[src/sv/sliding_window_anagram_search_macros.svh]
// Assertion macros for the anagram search block.
// Expects signals named clk and rst_n in the scope where they are used.
`ifndef SLIDING_WINDOW_ANAGRAM_SEARCH_MACROS_SVH
`define SLIDING_WINDOW_ANAGRAM_SEARCH_MACROS_SVH

// Same-cycle implication, checked out of reset.
`define SWAS_ASSERT_NOW(lbl, ante, cons, msg) \
  lbl: assert property (@(posedge clk) disable iff (!rst_n) (ante) |-> (cons)) \
    else $error(msg);

// Next-cycle implication, checked out of reset.
`define SWAS_ASSERT_NEXT(lbl, ante, cons, msg) \
  lbl: assert property (@(posedge clk) disable iff (!rst_n) (ante) |=> (cons)) \
    else $error(msg);

`endif

[src/sv/swas_pkg.sv]
// Shared types and fixed constants for the anagram search block.
// No dependencies.
package swas_pkg;

  localparam int SWAS_SYM_W     = 5;
  localparam int SWAS_LETTER_W  = 7;
  localparam int SWAS_QUEUE_DEPTH = 4;
  localparam int SWAS_OUT_DEPTH   = 4;

  typedef enum logic {
    SWAS_OP_PATTERN = 1'b0,
    SWAS_OP_TEXT    = 1'b1
  } swas_op_t;

  // classified word handed from front to back
  typedef struct packed {
    logic                  is_text;
    logic                  clear;
    logic [SWAS_SYM_W-1:0] symbol;
    logic                  count_en;
    logic                  evict;
    logic [SWAS_SYM_W-1:0] old_symbol;
    logic                  full;
    logic                  overflow;
  } swas_item_t;

  typedef struct packed {
    logic window_full;
    logic window_match;
    logic found;
    logic pattern_overflow;
  } swas_result_t;

  localparam int SWAS_ITEM_W   = $bits(swas_item_t);
  localparam int SWAS_RESULT_W = $bits(swas_result_t);

endpackage

[src/sv/swas_ram.sv]
// Generic single-port-write, single-port-read RAM with registered read data.
// Read-first on a same-address write. No dependencies.
module swas_ram #(
  parameter int WIDTH = 5,
  parameter int DEPTH = 32,
  localparam int AW = (DEPTH > 1) ? $clog2(DEPTH) : 1
) (
  input  logic             clk,
  input  logic             we,
  input  logic [AW-1:0]    waddr,
  input  logic [WIDTH-1:0] wdata,
  input  logic [AW-1:0]    raddr,
  output logic [WIDTH-1:0] rdata
);

  logic [WIDTH-1:0] mem_r [DEPTH];
  logic [WIDTH-1:0] rdata_r;

  always_ff @(posedge clk) begin
    if (we) begin
      mem_r[waddr] <= wdata;
    end
    rdata_r <= mem_r[raddr];
  end

  assign rdata = rdata_r;

endmodule

[src/sv/swas_fifo.sv]
// Small register FIFO with fall-through read and a fill level output.
// No dependencies.
module swas_fifo #(
  parameter int WIDTH = 8,
  parameter int DEPTH = 4,
  localparam int LW = $clog2(DEPTH + 1)
) (
  input  logic             clk,
  input  logic             rst_n,
  input  logic             push,
  input  logic [WIDTH-1:0] push_data,
  input  logic             pop,
  output logic [WIDTH-1:0] pop_data,
  output logic             empty,
  output logic             full,
  output logic [LW-1:0]    level
);

  localparam int PW = (DEPTH > 1) ? $clog2(DEPTH) : 1;

  logic [WIDTH-1:0] mem_r [DEPTH];
  logic [PW-1:0]    wr_ptr_r, wr_ptr_nxt;
  logic [PW-1:0]    rd_ptr_r, rd_ptr_nxt;
  logic [LW-1:0]    level_r, level_nxt;
  logic             do_push, do_pop;

  assign empty    = (level_r == '0);
  assign full     = (level_r == LW'(DEPTH));
  assign level    = level_r;
  assign pop_data = mem_r[rd_ptr_r];
  assign do_push  = push && !full;
  assign do_pop   = pop && !empty;

  always_comb begin
    wr_ptr_nxt = wr_ptr_r;
    rd_ptr_nxt = rd_ptr_r;
    level_nxt  = level_r;
    if (do_push) begin
      wr_ptr_nxt = (wr_ptr_r == PW'(DEPTH - 1)) ? '0 : wr_ptr_r + 1'b1;
    end
    if (do_pop) begin
      rd_ptr_nxt = (rd_ptr_r == PW'(DEPTH - 1)) ? '0 : rd_ptr_r + 1'b1;
    end
    if (do_push && !do_pop) begin
      level_nxt = level_r + 1'b1;
    end else if (do_pop && !do_push) begin
      level_nxt = level_r - 1'b1;
    end
  end

  always_ff @(posedge clk) begin
    if (!rst_n) begin
      wr_ptr_r <= '0;
      rd_ptr_r <= '0;
      level_r  <= '0;
    end else begin
      wr_ptr_r <= wr_ptr_nxt;
      rd_ptr_r <= rd_ptr_nxt;
      level_r  <= level_nxt;
    end
  end

  always_ff @(posedge clk) begin
    if (do_push) begin
      mem_r[wr_ptr_r] <= push_data;
    end
  end

endmodule

[src/sv/swas_front.sv]
// Front end: accepts words, tracks pattern length, window fill and ring pointer,
// drives the symbol ring. Depends on swas_pkg and swas_ram.
module swas_front
  import swas_pkg::*;
#(
  parameter int MAX_PATTERN = 32,
  parameter int ALPHABET    = 26,
  localparam int QLW = $clog2(SWAS_QUEUE_DEPTH + 1)
) (
  input  logic                  clk,
  input  logic                  rst_n,
  input  logic                  push,
  output logic                  full,
  input  logic                  operation,
  input  logic [SWAS_SYM_W-1:0] symbol,
  input  logic                  starts_query,
  input  logic [QLW-1:0]        q_level,
  output logic                  q_push,
  output swas_item_t            q_item
);

  localparam int LW = $clog2(MAX_PATTERN + 1);
  localparam int AW = (MAX_PATTERN > 1) ? $clog2(MAX_PATTERN) : 1;

  logic [LW-1:0]         plen_r, plen_nxt, plen_c;
  logic [LW-1:0]         tseen_r, tseen_nxt, tseen_c;
  logic [AW-1:0]         ptr_r, ptr_nxt, ptr_c;
  logic                  ovf_r, ovf_nxt, ovf_c;
  logic                  f1_valid_r;
  swas_item_t            f1_r, item_nxt;
  logic                  accept, is_text, sym_ok, room, active, evict;
  logic                  ring_we;
  logic [LW:0]           ptr_ext, plen_ext, old_ext;
  logic [AW-1:0]         old_idx;
  logic [SWAS_SYM_W-1:0] ram_rdata;
  logic [QLW:0]          fill;

  // reserve a slot for the word already waiting on ring read data
  assign fill   = {1'b0, q_level} + (QLW + 1)'(f1_valid_r);
  assign full   = (fill >= (QLW + 1)'(SWAS_QUEUE_DEPTH));
  assign accept = push && !full;

  assign is_text = (operation == SWAS_OP_TEXT);
  assign sym_ok  = (SWAS_LETTER_W'(symbol) < SWAS_LETTER_W'(ALPHABET));

  always_comb begin
    plen_c  = starts_query ? '0 : plen_r;
    tseen_c = starts_query ? '0 : tseen_r;
    ptr_c   = starts_query ? '0 : ptr_r;
    ovf_c   = starts_query ? 1'b0 : ovf_r;

    room   = (plen_c != LW'(MAX_PATTERN));
    active = (plen_c != '0);
    evict  = active && (tseen_c >= plen_c);

    // oldest ring slot = pointer minus pattern length, modulo ring size
    ptr_ext  = (LW + 1)'(ptr_c);
    plen_ext = {1'b0, plen_c};
    if (ptr_ext >= plen_ext) begin
      old_ext = ptr_ext - plen_ext;
    end else begin
      old_ext = ptr_ext + (LW + 1)'(MAX_PATTERN) - plen_ext;
    end
    old_idx = old_ext[AW-1:0];

    plen_nxt  = plen_c;
    tseen_nxt = tseen_c;
    ptr_nxt   = ptr_c;
    ovf_nxt   = ovf_c;
    ring_we   = 1'b0;

    item_nxt            = '0;
    item_nxt.is_text    = is_text;
    item_nxt.clear      = starts_query;
    item_nxt.symbol     = symbol;

    if (!is_text) begin
      if (!room) begin
        ovf_nxt = 1'b1;
      end else if (sym_ok) begin
        plen_nxt          = plen_c + 1'b1;
        item_nxt.count_en = 1'b1;
      end
    end else begin
      if (active) begin
        ring_we           = accept;
        item_nxt.count_en = sym_ok;
        item_nxt.evict    = evict;
        if (!evict) begin
          tseen_nxt = tseen_c + 1'b1;
        end
        ptr_nxt = (ptr_c == AW'(MAX_PATTERN - 1)) ? '0 : ptr_c + 1'b1;
      end
    end

    item_nxt.full     = (tseen_nxt >= plen_c);
    item_nxt.overflow = ovf_nxt;
  end

  always_ff @(posedge clk) begin
    if (!rst_n) begin
      plen_r     <= '0;
      tseen_r    <= '0;
      ptr_r      <= '0;
      ovf_r      <= 1'b0;
      f1_valid_r <= 1'b0;
    end else begin
      f1_valid_r <= accept;
      if (accept) begin
        plen_r  <= plen_nxt;
        tseen_r <= tseen_nxt;
        ptr_r   <= ptr_nxt;
        ovf_r   <= ovf_nxt;
      end
    end
  end

  always_ff @(posedge clk) begin
    if (accept) begin
      f1_r <= item_nxt;
    end
  end

  swas_ram #(
    .WIDTH (SWAS_SYM_W),
    .DEPTH (MAX_PATTERN)
  ) u_ring (
    .clk   (clk),
    .we    (ring_we),
    .waddr (ptr_c),
    .wdata (symbol),
    .raddr (old_idx),
    .rdata (ram_rdata)
  );

  // ring read data lands in the cycle after the word was taken
  always_comb begin
    q_item            = f1_r;
    q_item.old_symbol = ram_rdata;
  end
  assign q_push = f1_valid_r;

endmodule

[src/sv/swas_back.sv]
// Back end: per-letter pattern and window counters, window compare, sticky found.
// Depends on swas_pkg.
module swas_back
  import swas_pkg::*;
#(
  parameter int MAX_PATTERN = 32,
  parameter int ALPHABET    = 26,
  localparam int OLW = $clog2(SWAS_OUT_DEPTH + 1)
) (
  input  logic         clk,
  input  logic         rst_n,
  input  logic         q_empty,
  input  swas_item_t   q_item,
  output logic         q_pop,
  input  logic [OLW-1:0] o_level,
  output logic         o_push,
  output swas_result_t o_result
);

  localparam int CW = $clog2(MAX_PATTERN + 1);

  logic [CW-1:0] pcnt_r [ALPHABET];
  logic [CW-1:0] pcnt_nxt [ALPHABET];
  logic [CW-1:0] wcnt_r [ALPHABET];
  logic [CW-1:0] wcnt_nxt [ALPHABET];
  logic          b2_valid_r;
  swas_item_t    b2_r;
  logic          found_r, found_upd;
  logic          counts_eq, match;
  logic [OLW:0]  o_fill;

  assign o_fill = {1'b0, o_level} + (OLW + 1)'(b2_valid_r && b2_r.is_text);
  assign q_pop  = !q_empty && (o_fill < (OLW + 1)'(SWAS_OUT_DEPTH));

  // one lane per letter
  always_comb begin
    for (int i = 0; i < ALPHABET; i++) begin
      logic [CW-1:0] pb, wb;
      logic          inc_p, inc_w, dec_w;
      pb    = q_item.clear ? '0 : pcnt_r[i];
      wb    = q_item.clear ? '0 : wcnt_r[i];
      inc_p = !q_item.is_text && q_item.count_en &&
              (SWAS_LETTER_W'(q_item.symbol) == SWAS_LETTER_W'(i));
      inc_w = q_item.is_text && q_item.count_en &&
              (SWAS_LETTER_W'(q_item.symbol) == SWAS_LETTER_W'(i));
      dec_w = q_item.is_text && q_item.evict && (wb != '0) &&
              (SWAS_LETTER_W'(q_item.old_symbol) == SWAS_LETTER_W'(i));
      if (q_pop) begin
        pcnt_nxt[i] = pb + CW'(inc_p);
        wcnt_nxt[i] = wb + CW'(inc_w) - CW'(dec_w);
      end else begin
        pcnt_nxt[i] = pcnt_r[i];
        wcnt_nxt[i] = wcnt_r[i];
      end
    end
  end

  always_comb begin
    counts_eq = 1'b1;
    for (int i = 0; i < ALPHABET; i++) begin
      counts_eq = counts_eq && (pcnt_r[i] == wcnt_r[i]);
    end
    match     = b2_r.is_text && b2_r.full && counts_eq;
    found_upd = (b2_r.clear ? 1'b0 : found_r) | match;

    o_result.window_full      = b2_r.full;
    o_result.window_match     = match;
    o_result.found            = found_upd;
    o_result.pattern_overflow = b2_r.overflow;
  end

  assign o_push = b2_valid_r && b2_r.is_text;

  always_ff @(posedge clk) begin
    if (!rst_n) begin
      for (int i = 0; i < ALPHABET; i++) begin
        pcnt_r[i] <= '0;
        wcnt_r[i] <= '0;
      end
      b2_valid_r <= 1'b0;
      found_r    <= 1'b0;
    end else begin
      pcnt_r     <= pcnt_nxt;
      wcnt_r     <= wcnt_nxt;
      b2_valid_r <= q_pop;
      if (b2_valid_r) begin
        found_r <= found_upd;
      end
    end
  end

  always_ff @(posedge clk) begin
    if (q_pop) begin
      b2_r <= q_item;
    end
  end

endmodule

[src/sv/sliding_window_anagram_search.sv]
// Sliding-window anagram search, top level; depends on swas_pkg, swas_front,
// swas_fifo, swas_back and the assertion macro header. A query streams pattern
// words (operation 0) and then text words (operation 1), symbols 0..ALPHABET-1;
// starts_query on a word clears everything before that word is applied. Each
// text word yields one result word: window_full, window_match (the last
// pattern-length text symbols are a permutation of the pattern), a sticky
// found flag and pattern_overflow (pattern symbols beyond MAX_PATTERN were
// dropped); pattern words yield nothing. An empty pattern matches every text
// word. Rate: one word per clock while results are popped, from the update of
// all per-letter counters at once and the one-read, one-write ring RAM port
// pair. A word passes a ring-read stage in the front, the internal queue, a
// counter-update stage and a compare stage in the back, then the result
// queue before the out_ ports. Both sides are queue-like: full stays low while
// the internal four-word queue has room, so input is taken while results wait.
module sliding_window_anagram_search
  import swas_pkg::*;
#(
  parameter int MAX_PATTERN = 32,
  parameter int ALPHABET    = 26
) (
  input  logic                  clk,
  input  logic                  rst_n,
  input  logic                  push,
  output logic                  full,
  input  logic                  in_operation,
  input  logic [SWAS_SYM_W-1:0] in_symbol,
  input  logic                  in_starts_query,
  output logic                  empty,
  input  logic                  pop,
  output logic                  out_window_full,
  output logic                  out_window_match,
  output logic                  out_found,
  output logic                  out_pattern_overflow
);

  localparam int QLW = $clog2(SWAS_QUEUE_DEPTH + 1);
  localparam int OLW = $clog2(SWAS_OUT_DEPTH + 1);

  // front -> queue
  logic                     q_push;
  swas_item_t               q_in_item;
  logic [SWAS_ITEM_W-1:0]   q_in_bits;
  // queue -> back
  logic [SWAS_ITEM_W-1:0]   q_out_bits;
  swas_item_t               q_out_item;
  logic                     q_pop, q_empty, q_full;
  logic [QLW-1:0]           q_level;
  // back -> result queue
  logic                     o_push, o_full;
  swas_result_t             o_in_result, o_out_result;
  logic [SWAS_RESULT_W-1:0] o_out_bits;
  logic [OLW-1:0]           o_level;

  // Front: classifies each word, keeps lengths and ring pointer, owns the ring.
  swas_front #(
    .MAX_PATTERN (MAX_PATTERN),
    .ALPHABET    (ALPHABET)
  ) u_front (
    .clk          (clk),
    .rst_n        (rst_n),
    .push         (push),
    .full         (full),
    .operation    (in_operation),
    .symbol       (in_symbol),
    .starts_query (in_starts_query),
    .q_level      (q_level),
    .q_push       (q_push),
    .q_item       (q_in_item)
  );

  assign q_in_bits = q_in_item;

  // Decoupling queue between front and back.
  swas_fifo #(
    .WIDTH (SWAS_ITEM_W),
    .DEPTH (SWAS_QUEUE_DEPTH)
  ) u_queue (
    .clk       (clk),
    .rst_n     (rst_n),
    .push      (q_push),
    .push_data (q_in_bits),
    .pop       (q_pop),
    .pop_data  (q_out_bits),
    .empty     (q_empty),
    .full      (q_full),
    .level     (q_level)
  );

  assign q_out_item = q_out_bits;

  // Back: letter counters, window compare, sticky found.
  swas_back #(
    .MAX_PATTERN (MAX_PATTERN),
    .ALPHABET    (ALPHABET)
  ) u_back (
    .clk      (clk),
    .rst_n    (rst_n),
    .q_empty  (q_empty),
    .q_item   (q_out_item),
    .q_pop    (q_pop),
    .o_level  (o_level),
    .o_push   (o_push),
    .o_result (o_in_result)
  );

  // Result queue; the back end only issues when a slot is sure to be free.
  swas_fifo #(
    .WIDTH (SWAS_RESULT_W),
    .DEPTH (SWAS_OUT_DEPTH)
  ) u_out_queue (
    .clk       (clk),
    .rst_n     (rst_n),
    .push      (o_push),
    .push_data (o_in_result),
    .pop       (pop),
    .pop_data  (o_out_bits),
    .empty     (empty),
    .full      (o_full),
    .level     (o_level)
  );

  assign o_out_result         = o_out_bits;
  assign out_window_full      = o_out_result.window_full;
  assign out_window_match     = o_out_result.window_match;
  assign out_found            = o_out_result.found;
  assign out_pattern_overflow = o_out_result.pattern_overflow;

  // ---------------------------------------------------------------------------
  // Checks
  // ---------------------------------------------------------------------------
`include "sliding_window_anagram_search_macros.svh"

  // front credit scheme must never overrun the internal queue
  `SWAS_ASSERT_NOW(a_queue_no_overrun, q_push, !q_full, "front pushed into a full queue")
  // back issue control must never overrun the result queue
  `SWAS_ASSERT_NOW(a_out_no_overrun, o_push, !o_full, "back pushed into a full result queue")
  // a match needs a full window and always raises found
  `SWAS_ASSERT_NOW(a_match_full, o_push && o_in_result.window_match, o_in_result.window_full && o_in_result.found, "match without full window or found")
  // a taken word always leaves the front on the next cycle
  `SWAS_ASSERT_NEXT(a_front_forward, push && !full, q_push, "accepted word not forwarded")

endmodule

[config.mk]
export PLATFORM = sky130hd
export DESIGN_NAME = sliding_window_anagram_search
export DESIGN_NICKNAME = d
export VERILOG_FILES = /design/src/sv/swas_pkg.sv /design/src/sv/swas_ram.sv /design/src/sv/swas_fifo.sv /design/src/sv/swas_front.sv /design/src/sv/swas_back.sv /design/src/sv/sliding_window_anagram_search.sv
export VERILOG_INCLUDE_DIRS = /design/src /design/src/sv
export SDC_FILE = /design/constraint.sdc
export NUM_CORES = 2
export LEC_CHECK = 0
export ABC_CLOCK_PERIOD_IN_PS = 4600
export BUFFER_PORTS_ARGS = -buffer_cell sky130_fd_sc_hd__buf_2
export CORE_MARGIN = 4
export CORE_UTILIZATION = 53
export DETAILED_ROUTE_END_ITERATION = 12
export PLACE_DENSITY = 0.77
export SETUP_SLACK_MARGIN = 0.15
export SLEW_MARGIN = 20
export SYNTH_ARGS = -nofsm -noshare
export SYNTH_HDL_FRONTEND = slang
export SYNTH_SLANG_ARGS = --single-unit
[constraint.sdc]
create_clock -name clk -period 4.6 [get_ports clk]
set_clock_uncertainty 0.05 [all_clocks]
set_input_delay 0.23 -clock clk [delete_from_list [all_inputs] [get_ports clk]]
set_output_delay 0.23 -clock clk [all_outputs]
set_load 0.02 [all_outputs]
Word level (Yosys, flattened, before mapping):

Memory sizes are Yosys's and may differ from the RTL's. A register that Yosys moved wholly into a read port is not among the register bits.
Index checks and enable logic that the tools add are counted.

* input bits: 11
* memories kept: 3
* RAM bits: 240
* output and inout bits: 6
* flip-flop bits (word level): 362

* reductions and logical operators: 190
* bitwise gates (word level): 1
* equality and inequality tests: 84
* order comparisons: 6
* muxes and demuxes: 93
* add/subtract/negate cells: 94

Memories
* u_front.u_ring.mem_r: depth 32, bits a word 5, read ports 1, clocked after Yosys merged registers in 1, write ports 1, line swas_ram.sv:16 `logic [WIDTH-1:0] mem_r [DEPTH];`
* u_queue.mem_r: depth 4, bits a word 16, read ports 1, clocked after Yosys merged registers in 1, write ports 1, line swas_fifo.sv:21 `logic [WIDTH-1:0] mem_r [DEPTH];`
* u_out_queue.mem_r: depth 4, bits a word 4, read ports 1, clocked after Yosys merged registers in 1, write ports 1, line swas_fifo.sv:21

Operators with widths (count)
* two-way mux 6 bit: 60
* adder 6 x 1 -> 6 bit: 52
* nonzero test 6 bit: 27
* equality test 6 bit: 26
* subtractor 6 x 1 -> 6 bit: 26
* logical AND 1 bit: 146
* equality test 5 bit (second input constant): 21
* equality test 5 x 4 -> 1 bit (second input constant): 16
* equality test 5 x 3 -> 1 bit (second input constant): 8
* two-way mux 5 bit: 5
* equality test 5 x 2 -> 1 bit (second input constant): 4
* two-way mux 2 bit: 9
* two-way mux 1 bit: 15
* adder 6 x 1 -> 6 bit (second input constant): 2
* >= comparator 6 bit: 2
* two-way mux 3 bit: 4
* adder 5 x 1 -> 5 bit (second input constant): 2
* equality test 5 x 1 -> 1 bit (second input constant): 2
* logical NOT 1 bit: 10
* logical NOT 5 bit: 2
* subtractor 5 bit: 2
* adder 2 x 1 -> 2 bit (second input constant): 4
* adder 3 x 1 -> 4 bit: 2
* equality test 2 bit (second input constant): 4
* other kinds (12): 17

Depth between registers and ports, before layout:

* depth after elaboration: 28
* mapped depth: 20

Modules after synthesis:

Synthesis repeated with hierarchy kept, for this count alone.

* cells, all modules: 3728
* area total of the unflattened synthesis: 35451.5 sq um

By module, submodules not included
* swas_back: area each 23208.5 sq um, seq. area each 6406.1 sq um, cells each 3028, instances 1
* swas_ram: area each 6344.8 sq um, seq. area each 4904.7 sq um, cells each 277, instances 1
* swas_fifo (u_queue): area each 2826.5 sq um, seq. area each 2102.0 sq um, cells each 135, instances 1
* swas_front: area each 2020.7 sq um, seq. area each 710.7 sq um, cells each 217, instances 1
* swas_fifo (u_out_queue): area each 1051.0 sq um, seq. area each 660.6 sq um, cells each 71, instances 1

Worst setup path after synthesis:

Ideal clock, no wire load.

* kind: input -> register
* start: in in_starts_query
* end: reg u_front.f1_r, in the netlist u_front.q_item[1] (data pin)
* cell stages on the path: 18
* library setup time: 0.254 ns
* arrival: 3.587 ns
* slack: 0.710 ns
* buffers on the path: 3
* required time: 4.296 ns
* path through: clkbuf_1 > clkbuf_1 > clkbuf_1 > nand2b_1 > inv_1 > ha_1 > nand2b_1 > a21o_1 > a21oi_1 > o2111ai_1 > xnor2_1 > ha_1 > nand2b_1 > a21o_1 > a21o_1 > a21o_1 > a21o_1 > a21o_1

RTL lines
* from (decl): line sliding_window_anagram_search.sv:27 `input logic in_starts_query,`
* to (signal assigned): line swas_front.sv:120 `f1_r <= item_nxt;`
* to (decl): line swas_front.sv:30 `swas_item_t f1_r, item_nxt;`

==> flow_metrics.py <==
metrics = {
    "clocking": {
        "post_cts_buffers": 0,
        "cts-root-buf": "clkbuf_16",
        "numCtsBuffers": 68,
        "htreeDepth": 3,
        "cts_resized": 0,
        "clockBufferDepth": 3,
        "clock-sinks": 611,
        "clkTransAtPathRegs_ns": 0.06,
        "clk_latency_ns": 0.64,
        "cts_tree": "built",
        "ctsHoldBuffers": 3,
    },
    "timing": {
        "setup_viol": 0,
        "slew_violations": 0,
        "rsz0062_at_grt": "false",
        "slew_headroom": 0.2044,
        "holdWs_ns": 0.03657,
        "period_needed_ns": 3.996,
        "finalSetupTns_ns": 0,
        "worst_pin_slew_ns": 1.189,
        "hold_violations": 0,
        "fmax_mhz": 250.2,
        "fin_crit_sh": 0.8688,
    },
    "pwr": {
        "p_per_area_nw_per_um2": 585.1,
        "leakage_nw": 14.61,
        "ir_worst_vdd_mv": 0.6326,
    },
    "critical_path": {
        "path_buf_inv": 4,
        "crit_path_end": "u_back.wcnt_r[40]$_SDFFE_PN0P_",
        "reg2reg_depth": 16,
        "setup.worst_path.end_class": "flip-flop",
        "critical_path_class": "reg2reg",
        "cpMostUsedCell": "inv_1",
        "r2r-end": "u_back.wcnt_r[40]$_SDFFE_PN0P_",
        "cp-start-kind": "flip-flop",
        "cp.depth": 16,
        "crit_slowest_cell": "mux4_2",
        "path_delay_family": "simple AND/OR/NAND/NOR gates",
        "rrSetupSlack_ns": 0.60,
        "critPathArrivalTime_ns": 4.49,
        "crit_required_ns": 5.09,
        "path_cells": "buf_4, mux4_2, nor2_1, nand2_1, a311oi_1, ha_1, inv_1, ha_1, inv_1, fa_1, inv_1, a21oi_1, nor2_1, or3_1, nand3_1, a21oi_1",
        "critPathMaxFanout": 16,
        "slowest_delay_ns": 0.61,
    },
    "grt": {
        "grt_max_degree": 193,
        "grtUsageTotal": 0.2631,
        "grt_pass1_vias": 25500,
        "grt_overflow": 0,
        "antenna_found_initial": 2,
        "grt_pass1_wl_mm": 146.2,
    },
    "yosys": {
        "syn_nets": 4055,
        "synthCells": 3719,
        "ys_seq_area_frac": 0.4238,
        "synth-edff-count": 255,
        "async_flop_share": 0,
        "synth_warnings": 0,
        "yosysUniqueCellTypes": 66,
        "synth_top_area_share": 0.2195,
        "synthFlopType": "dfxtp_1",
        "synth_area_um2": 34880,
        "synth_area_leaders": "edfxtp_1, dfxtp_1, ha_1, nand2_1, mux4_2",
        "synth_seq_cells": 611,
        "synth.largest_area_cell": "edfxtp_1",
        "syn_avg_cell_area_um2": 9.380,
    },
    "hold_path": {
        "whs_path_depth": 4,
        "hold_class": "in2reg",
    },
    "floorplanning": {
        "fp.dieW_um": 264.6,
        "core.rowCount": 93,
        "die_area_um2": 69990,
        "coreArea_um2": 64810,
        "ios": 17,
        "dieHeight_um": 264.6,
        "start_util": 0.5382,
    },
    "final_layout": {
        "layout.nets": 4002,
        "areaGrowthSynthToFinish_pct": 9.096,
        "post-route-util": 0.5872,
        "num_antenna_cells": 0,
        "final_layout_size_suffix_gt1_frac": 0.06563,
        "fillers": 5311,
    },
    "routing": {
        "drt-pass1-iter-count": 6,
        "vias": 27500,
        "via_per_inst": 6.014,
        "drc": 0,
        "antenna_left": 0,
        "post_drt_wl_per_cell_um": 20.73,
        "drt-total-wl_mm": 94.79,
        "first_iter_violations": 2676,
    },
    "flow_run": {
        "drv_cap": 0,
    },
    "placed_design": {
        "port_buffers": 16,
        "dp_hpwl_mm": 64.87,
        "gp_congestion": 1.023,
    },
    "status": {
        "status": "completed",
    },
}
## kinds of logic (layout without fill, tap and decap cells)
| group | after synthesis | in the layout | synth area share |
|---|---|---|---|
| AO/OA/AOI/OAI | 782 | 782 | 0.1335 |
| XOR/XNOR | 171 | 171 | 0.04293 |
| adder cells (fa/ha/maj) | 325 | 325 | 0.1228 |
| buffers and inverters | 420 | 419 | 0.04609 |
| flip-flops | 611 | 611 | 0.4238 |
| multiplexers | 84 | 84 | 0.04917 |
| AND/OR/NAND/NOR | 1326 | 1326 | 0.1817 |
## metrics by stage
| step | worst slack, ns | std cells | instance area [µm²] | power, mW |
|---|---|---|---|---|
| final | 0.6036 | 4573 | 38060 | 22.27 |
| after global routing | 0.2877 | 4573 | 38060 | 23.56 |
| after CTS | 0.5770 | 4573 | 38050 | 22.19 |
| after detailed placement | 0.6638 | 4448 | 35750 | 16.58 |
| after global placement | 0.8149 | 4448 | 35750 | 16.37 |
| after floorplan | 0.7095 | 3719 | 34880 | 13.83 |
## final cells by class
cell class / instances / area, µm² / share of cell area
inverters: 247 / 947.2 / 0.02489
clock buffers: 84 / 1873 / 0.04922
clock inverters: 38 / 395.4 / 0.01039
multi-input cells: 2688 / 18530 / 0.4870
repair buffers: 50 / 455.4 / 0.01197
well taps: 855 / 1070 / 0.02811
flip-flops and latches: 611 / 14780 / 0.3885
## placed cells by master (no fill, tap or decap), drive strengths merged, types with 69 or more instances in the layout
cell	n
nor2b	163
mux4	69
edfxtp	255
nor2	293
xnor2	102
xor2	69
nand2	479
a211oi	78
clkbuf	84
inv	254
or3	81
nand3	90
ha	296
o21ai	202
dfxtp	356
a21oi	303
## cells in the mapped netlist, drive strengths merged (35+ instances only)
library cell / count
xor2: 69
a211oi: 78
nand2: 479
mux4: 69
nand2b: 41
buf: 38
clkbuf: 135
nor2: 293
dfxtp: 356
or3: 81
ha: 296
xnor2: 102
a21oi: 303
edfxtp: 255
inv: 247
nor2b: 163
a21o: 35
nand3: 90
and3: 43
o21ai: 202
## worst reg2reg max path, cell delays in order, from the launching register on
cell      delay [ns]
dfxtp_1         0.31
buf_4           0.31
mux4_2          0.62
nor2_1          0.15
nand2_1         0.39
a311oi_1        0.41
ha_1            0.29
inv_1           0.06
ha_1            0.16
inv_1           0.06
fa_1            0.40
inv_1           0.10
a21oi_1         0.10
nor2_1          0.12
or3_1           0.12
nand3_1         0.08
a21oi_1         0.19
## routing by layer
layer	wire length, µm	up-vias	GRT usage
met1	38440	13200	0.3457
li1	-	13010	-
met3	7038	257	0.04242
met2	44320	1033	0.4320
met4	4976	2	0.1174
met5	19	-	0
## report_power, final
part | switching [mW] | total [mW] | leakage, nW | internal [mW]
Sequential | 0.775 | 7.13 | 5.19 | 6.36
Clock | 2.34 | 5.55 | 1.12 | 3.21
Combinational | 6.13 | 9.59 | 8.30 | 3.46
Total | 9.24 | 22.3 | 14.6 | 13.0
## worst min-delay path by stage
stage / slack [ns] / endpoint / startpoint
final: 0.04 / u_out_queue.rd_ptr_r[1]$_SDFFE_PN0P_ / pop
after detailed placement: 0.40 / u_back.pcnt_r[18]$_SDFFE_PN0P_ / u_back.pcnt_r[18]$_SDFFE_PN0P_
after floorplan: 0.28 / u_front.q_item[10]$_DFFE_PP_ / in_symbol[1]
after global placement: 0.39 / u_back.pcnt_r[53]$_SDFFE_PN0P_ / u_back.pcnt_r[53]$_SDFFE_PN0P_
after CTS: 0.004 / u_out_queue.rd_ptr_r[1]$_SDFFE_PN0P_ / pop
after global routing: 0.07 / u_out_queue.rd_ptr_r[1]$_SDFFE_PN0P_ / pop
## sequential cells by signal, indices dropped and copies added, names as in the netlist, 3 cells and up, named ones only
signal,flops
u_back.pcnt_r,156
u_back.wcnt_r,156
u_front.plen_r,6
u_front.ptr_r,5
u_front.q_item,11
u_front.tseen_r,6
u_front.u_ring.mem_r,160
u_front.u_ring.rdata,5
u_out_queue.level,3
u_out_queue.mem_r,16
u_queue.level,3
u_queue.mem_r,64
No activity file was read; power rests on OpenSTA's default activity.
